**config.mk**
```make
export PLATFORM = sky130hd
export DESIGN_NAME = positional_array_list_unit
export DESIGN_NICKNAME = d
export VERILOG_FILES = /design/src/rtl/pal_pkg.sv /design/src/rtl/pal_cell.sv /design/src/rtl/positional_array_list_unit.sv
export SDC_FILE = /design/constraint.sdc
export NUM_CORES = 2
export LEC_CHECK = 0
export BUFFER_PORTS_ARGS = -buffer_cell sky130_fd_sc_hd__buf_2
export CAP_MARGIN = 0
export CORE_ASPECT_RATIO = 0.6
export CORE_MARGIN = 1.5
export CORE_UTILIZATION = 46
export CTS_BUF_LIST = sky130_fd_sc_hd__clkbuf_16
export DETAILED_ROUTE_END_ITERATION = 8
export HOLD_SLACK_MARGIN = 0.03
export PLACE_DENSITY = 0.67
export SYNTH_ARGS = -nofsm -noshare
export SYNTH_HDL_FRONTEND = slang
export SYNTH_SLANG_ARGS = --single-unit
```
**constraint.sdc**
```tcl
create_clock -name clk -period 16.75 [get_ports clk]
set_clock_uncertainty 0.05 [all_clocks]
set_input_delay 0 -clock clk [delete_from_list [all_inputs] [get_ports clk]]
set_output_delay 0 -clock clk [all_outputs]
set_load 0.02 [all_outputs]
```
**src/rtl/pal_pkg.sv**
```systemverilog
package pal_pkg;

	// field widths fixed by the request and result formats
	localparam int unsigned REQ_W  = 2;
	localparam int unsigned POS_W  = 5;
	localparam int unsigned VAL_W  = 32;
	localparam int unsigned STAT_W = 2;
	localparam int unsigned IDX_W  = 4;
	localparam int unsigned LEN_W  = 5;

	// request kinds
	localparam logic [REQ_W-1:0] REQ_INSERT = 2'd0;
	localparam logic [REQ_W-1:0] REQ_DELETE = 2'd1;
	localparam logic [REQ_W-1:0] REQ_FIND   = 2'd2;

	// result status codes
	localparam logic [STAT_W-1:0] ST_OK       = 2'd0;
	localparam logic [STAT_W-1:0] ST_FULL     = 2'd1;
	localparam logic [STAT_W-1:0] ST_BADPOS   = 2'd2;
	localparam logic [STAT_W-1:0] ST_NOTFOUND = 2'd3;

	// what every cell of the chain does this cycle
	typedef enum logic [1:0] {
		OP_HOLD,
		OP_INSERT,
		OP_DELETE
	} cell_op_t;

	// control broadcast along the chain
	typedef struct packed {
		cell_op_t                 op;
		logic [POS_W-1:0]         slot;
		logic signed [VAL_W-1:0]  data;
	} cell_ctrl_t;

endpackage

```
**src/rtl/pal_cell.sv**
```systemverilog
module pal_cell #(
	parameter int unsigned SLOT = 0,
	parameter int unsigned CW   = 5
) (
	input  logic                               clk,
	input  pal_pkg::cell_ctrl_t                ctrl,
	input  logic [CW-1:0]                      count,
	input  logic signed [pal_pkg::VAL_W-1:0]   left_entry,
	input  logic signed [pal_pkg::VAL_W-1:0]   right_entry,
	output logic signed [pal_pkg::VAL_W-1:0]   entry,
	output logic                               match
);
	import pal_pkg::*;

	logic signed [VAL_W-1:0] entry_q;
	logic                    above_slot;
	logic                    at_slot;
	logic                    occupied;

	// position of this cell against the addressed slot and the fill level
	assign above_slot = SLOT > 32'(ctrl.slot);
	assign at_slot    = SLOT == 32'(ctrl.slot);
	assign occupied   = 32'(count) > SLOT;

	// shift up on insert, shift down on delete, load at the slot
	always_ff @(posedge clk) begin
		case (ctrl.op)
			OP_INSERT: begin
				if (above_slot) begin
					entry_q <= left_entry;
				end else if (at_slot) begin
					entry_q <= ctrl.data;
				end
			end
			OP_DELETE: begin
				if (above_slot || at_slot) begin
					entry_q <= right_entry;
				end
			end
			default: begin
				entry_q <= entry_q;
			end
		endcase
	end

	assign entry = entry_q;
	assign match = occupied && (entry_q == ctrl.data);

endmodule

```
**src/rtl/positional_array_list_unit.sv**
```systemverilog
// path: an accepted request goes through the request stage registers and then the result register
// throughput: one request per cycle while req_stall is low; every cell shifts and compares in the accept cycle
// find: the row of match flags is registered and priority encoded in the result stage
// reset: clears the count and empties the pipeline; stored entries keep no reset
module positional_array_list_unit #(
	parameter int unsigned CAPACITY = 16
) (
	input  logic                                clk,
	input  logic                                arst_n,
	input  logic                                req_valid,
	output logic                                req_stall,
	input  logic [pal_pkg::REQ_W-1:0]           req_type,
	input  logic [pal_pkg::POS_W-1:0]           position,
	input  logic signed [pal_pkg::VAL_W-1:0]    value,
	output logic                                rsp_valid,
	input  logic                                rsp_stall,
	output logic [pal_pkg::STAT_W-1:0]          status,
	output logic [pal_pkg::IDX_W-1:0]           found_index,
	output logic [pal_pkg::LEN_W-1:0]           length
);
	import pal_pkg::*;

	localparam int unsigned CW   = $clog2(CAPACITY + 1);
	localparam int unsigned IW   = $clog2(CAPACITY);
	localparam int unsigned CMPW = ((CW > POS_W) ? CW : POS_W) + 1;
	localparam int unsigned IXW  = (IW > IDX_W) ? IW : IDX_W;
	localparam int unsigned LXW  = (CW > LEN_W) ? CW : LEN_W;

	logic [CW-1:0]           count_q;
	logic                    accept;
	logic                    rsp_load;
	cell_ctrl_t              ctrl;
	logic [STAT_W-1:0]       status_next;
	logic [CW-1:0]           count_next;
	logic [CMPW-1:0]         pos_ext;
	logic [CMPW-1:0]         cnt_ext;
	logic                    list_full;
	logic                    ins_bad;
	logic                    del_bad;
	logic signed [VAL_W-1:0] cell_entry [CAPACITY];
	logic [CAPACITY-1:0]     cell_match;

	// request stage registers
	logic                    valid_s1;
	logic                    find_s1;
	logic [STAT_W-1:0]       status_s1;
	logic [CAPACITY-1:0]     match_s1;
	logic [CW-1:0]           length_s1;

	// result registers
	logic                    rsp_valid_q;
	logic [STAT_W-1:0]       status_q;
	logic [IDX_W-1:0]        found_index_q;
	logic [LEN_W-1:0]        length_q;

	// result stage decode
	logic [CAPACITY-1:0]     first_hit;
	logic [IXW-1:0]          hit_index;
	logic [LXW-1:0]          length_wide;

	// handshake: the result register parts the two sides
	assign rsp_load  = !rsp_valid_q || !rsp_stall;
	assign req_stall = valid_s1 && !rsp_load;
	assign accept    = req_valid && !req_stall;

	// range checks on the requested position
	assign pos_ext   = CMPW'(position);
	assign cnt_ext   = CMPW'(count_q);
	assign list_full = count_q >= CW'(CAPACITY);
	assign ins_bad   = (position == '0) || (pos_ext > cnt_ext + CMPW'(1));
	assign del_bad   = (position == '0) || (pos_ext > cnt_ext);

	// decode the request into chain control, status and new count
	always_comb begin
		ctrl.op     = OP_HOLD;
		ctrl.slot   = position - POS_W'(1);
		ctrl.data   = value;
		status_next = ST_OK;
		count_next  = count_q;
		unique case (req_type)
			REQ_INSERT: begin
				if (list_full) begin
					status_next = ST_FULL;
				end else if (ins_bad) begin
					status_next = ST_BADPOS;
				end else begin
					ctrl.op    = accept ? OP_INSERT : OP_HOLD;
					count_next = count_q + CW'(1);
				end
			end
			REQ_DELETE: begin
				if (del_bad) begin
					status_next = ST_BADPOS;
				end else begin
					ctrl.op    = accept ? OP_DELETE : OP_HOLD;
					count_next = count_q - CW'(1);
				end
			end
			default: begin
				status_next = ST_OK;
			end
		endcase
	end

	// chain of storage cells, each trading entries with its neighbors
	for (genvar j = 0; j < CAPACITY; j++) begin : g_cell
		logic signed [VAL_W-1:0] left_entry;
		logic signed [VAL_W-1:0] right_entry;

		if (j == 0) begin : g_first
			assign left_entry = value;
		end else begin : g_mid_left
			assign left_entry = cell_entry[j-1];
		end

		if (j == CAPACITY - 1) begin : g_last
			assign right_entry = cell_entry[j];
		end else begin : g_mid_right
			assign right_entry = cell_entry[j+1];
		end

		pal_cell #(
			.SLOT (j),
			.CW   (CW)
		) u_cell (
			.clk         (clk),
			.ctrl        (ctrl),
			.count       (count_q),
			.left_entry  (left_entry),
			.right_entry (right_entry),
			.entry       (cell_entry[j]),
			.match       (cell_match[j])
		);
	end

	// count and request stage
	always_ff @(posedge clk or negedge arst_n) begin
		if (!arst_n) begin
			count_q  <= '0;
			valid_s1 <= 1'b0;
		end else begin
			if (accept) begin
				count_q  <= count_next;
				valid_s1 <= 1'b1;
			end else if (rsp_load) begin
				valid_s1 <= 1'b0;
			end
		end
	end

	always_ff @(posedge clk) begin
		if (accept) begin
			find_s1   <= (req_type == REQ_FIND);
			status_s1 <= status_next;
			match_s1  <= cell_match;
			length_s1 <= count_next;
		end
	end

	// lowest set match flag and its index
	assign first_hit = match_s1 & (~match_s1 + CAPACITY'(1));

	always_comb begin
		hit_index = '0;
		for (int j = 0; j < CAPACITY; j++) begin
			if (first_hit[j]) begin
				hit_index = hit_index | IXW'(j);
			end
		end
	end

	assign length_wide = LXW'(length_s1);

	// result register
	always_ff @(posedge clk or negedge arst_n) begin
		if (!arst_n) begin
			rsp_valid_q <= 1'b0;
		end else if (rsp_load) begin
			rsp_valid_q <= valid_s1;
		end
	end

	always_ff @(posedge clk) begin
		if (rsp_load && valid_s1) begin
			length_q <= length_wide[LEN_W-1:0];
			if (find_s1) begin
				if (match_s1 != '0) begin
					status_q      <= ST_OK;
					found_index_q <= hit_index[IDX_W-1:0];
				end else begin
					status_q      <= ST_NOTFOUND;
					found_index_q <= '0;
				end
			end else begin
				status_q      <= status_s1;
				found_index_q <= '0;
			end
		end
	end

	assign rsp_valid   = rsp_valid_q;
	assign status      = status_q;
	assign found_index = found_index_q;
	assign length      = length_q;

endmodule

```
==> metrics.cfg <==
[sta]
fmax_ghz=0.1627
worst-slew-pin-transition_ns=1.306
slew_viol_final=0
timing.setup.tns_ns=0
setup_viol=0
post-route-min-period_ns=6.145
rsz0062_at_grt=no
period_share_pct=36.69
timing_hold_violations_final=0
slew_headroom_pct=12.16

[place]
dp_cells=4070
gp_congestion=0.9449
dpl.hpwl_mm=83.09
port_buffers=55

[cells_and_area]
final_nets=3230
final_core_util_pct=50.55
most-common-layout-cells=edfxtp_1, nand2_1, mux2i_1
area_delta_synth_final_pct=8.662
antenna_cells=0
seq_area_um2=16600
layout_commonest_cell=edfxtp_1
final_cells=4199
multi_input_area_um2=16570
fillers=6777
drive_gt1_share_pct=9.371

[synthesis]
ys_ff_latch=554
ys_types=64
synth_cells=3261
avgSynthCellArea_um2=10.53
async_reset_ff_share_pct=1.264
synth_area_um2=34330
postSynthNetCount=3325
synth_flop_cell=edfxtp_1
synth_edf_count=547
yosysWarnings=0
ys_seq_area_share_pct=48.35

[grt]
track_usage_pct=29.99
grt-ovfl-total=0
antenna_found_initial=6
grt_pass1_wl_mm=168.9
grt_start_max_net_pins=276
grt_pass1_vias=24130

[route]
drt-total-wl_mm=115.9
drtAntennaViolNets=0
route.detailed.drc=0
avgViaCountPerCell=6.231
drt_iter0_markers=4774
wl_per_cell_um=27.60
drt_first_pass_iters=5
vias=26160

[critical_path]
critPathCaptureType=flop
worst_r2r_path_depth=12
cpMostUsedCell=ha_1
critPathTopFamily=simple AND/OR/NAND/NOR gates
path_class=flop to flop
critPathMaxStageDelay_ns=0.96
worstReg2RegStart=count_q[4]$_DFFE_PN0P_
slowest_stage=o31a_2
required_ns=16.97
path_max_fanout=93
cp.depth=12
startpoint_type=flop
crit_chain=clkinv_1 -> ha_1 -> ha_1 -> and3_1 -> a32oi_1 -> nor4_1 -> inv_1 -> ha_4 -> nor2_1 -> a21oi_1 -> nor2_4 -> o31a_2
timing.critical_path.from=count_q[4]$_DFFE_PN0P_
cp_data_arrival_time_ns=6.36
critPathBufInv=2

[clock_tree]
clockRootBuffer=clkbuf_16
numCtsBuffers=55
clkSinkCount=554
cts_buffer_depth=3
clock_latency_ns=0.66
cts_tree=built
clkTransAtPathRegs_ns=0.06
h-tree-depth=2
cts_resized=0

[power_and_ir_drop]
pwr_density_cell_nw_per_um2=115.5
p_leak_uw=0.01355
power.total_uw=4310
vdd_drop_max_uv=85.96

[floorplan]
fp.dieW_um=355.7
placementRows=77
pin_count=56
start_util_pct=46.52
core_region_area_um2=73800
fp.dieH_um=214.6
dieArea_um2=76340

[hold_path]
min_from=value[31]
whs_path_depth=4
min_path_type=input pin to flop

[run_status]
status=completed

[run]
drv_cap=0

-- layout make-up --
| type | instances | area share (%) |
|---|---|---|
| repair buffers | 149 | 2.904 |
| well taps | 987 | 3.310 |
| flip-flops and latches | 554 | 44.50 |
| inverters | 18 | 0.1811 |
| clock buffers | 56 | 3.756 |
| multi-input cells | 2388 | 44.42 |
| clock inverters | 47 | 0.9357 |
-- synthesized netlist by cell type, types with 7 or more instances --
cell | count | area [um2]
nor4_1 | 107 | 669.4
xnor2_1 | 141 | 1235
nand4_1 | 52 | 325.3
buf_4 | 18 | 135.1
nand2_1 | 463 | 1738
clkbuf_1 | 189 | 709.4
nor2b_1 | 69 | 431.7
ha_1 | 21 | 262.8
and3_1 | 7 | 43.79
nor3_1 | 15 | 75.07
mux2i_1 | 385 | 3854
mux2_2 | 64 | 720.7
buf_1 | 39 | 146.4
nor2_1 | 32 | 120.1
dfrtp_1 | 7 | 175.2
o21ai_1 | 43 | 215.2
nand3_1 | 20 | 100.1
o21ai_0 | 357 | 1787
buf_2 | 49 | 245.2
edfxtp_1 | 547 | 16430
xor2_1 | 380 | 3328
inv_1 | 15 | 56.30
a21oi_1 | 146 | 730.7
-- cells by family after synthesis --
logic type / Yosys count / share of synthesized area (%)
AND/OR/NAND/NOR: 791 / 10.76
buffers and inverters: 319 / 3.994
multiplexers: 450 / 13.36
AO/OA/AOI/OAI: 602 / 9.336
XOR/XNOR: 524 / 13.43
adder cells (fa/ha/maj): 21 / 0.7653
flip-flops: 554 / 48.35
-- layer usage --
metal  share of wire, %  vias to the layer above  track usage, %  routed length, um
li1                   -                    11450               -                  -
met4                1.2                        0           4.117               1405
met2                 35                     1578           34.86              40860
met1                 47                    13030           50.20              54440
met3                 17                      102           11.99              19180
met5                  0                        -               0                  0
-- registers in the layout, summed over array words and instances (netlist names) --
| signal | cells |
|---|---|
| valid_s1 | 1 |
| count_q | 5 |
| find_s1 | 1 |
| length | 5 |
| length_s1 | 5 |
| status | 2 |
| rsp_valid | 1 |
| g_cell.u_cell.entry | 512 |
| found_index | 4 |
| match_s1 | 16 |
| status_s1 | 2 |
-- worst reg2reg max path, delay by kind of cell (launching register included) --
kind                       cells  cell delay, ns
AOI/OAI and AO/OA              3            1.47
adders and majority gates      3            1.16
buffers and inverters          2            0.54
DFF                            1            0.60
and+or+nand+nor                4            1.93
-- path summary, 6_finish.rpt --
kind / to / slack [ns]
min: g_cell[2].u_cell.entry[31]$_DFFE_PP_ / 0.06
min reg2reg: rsp_valid$_DFFE_PN0N_ / 0.45
max: g_cell[2].u_cell.entry[30]$_DFFE_PP_ / 10.60
max reg2reg: g_cell[2].u_cell.entry[30]$_DFFE_PP_ / 10.60
max in group asynchronous: count_q[0]$_DFFE_PN0P_ / 15.84
min in group asynchronous: valid_s1$_DFFE_PN0P_ / 0.38
-- where the power goes --
part           internal, uW  switching [uW]
logic                   342             684
registers              1800             210
clock network           682             593
total                  2820            1490
-- metrics by stage --
step / hold WS (ns) / area, um2 / setup slack [ns]
2_1_floorplan: -0.3456 / 34330 / 10.55
3_3_place_gp: -0.1466 / 35290 / 10.72
3_5_place_dp: -0.1463 / 35290 / 10.65
4_1_cts: 0.03130 / 37300 / 10.65
5_1_grt: 0.05161 / 37310 / 10.22
6_report: 0.05559 / 37310 / 10.60
-- timing repair --
item,4_1_cts,5_1_grt
hold buffers,26,0
endpoints found under the hold margin,65,0
setup buffers,0,0
No activity file was read; power rests on OpenSTA's default activity.
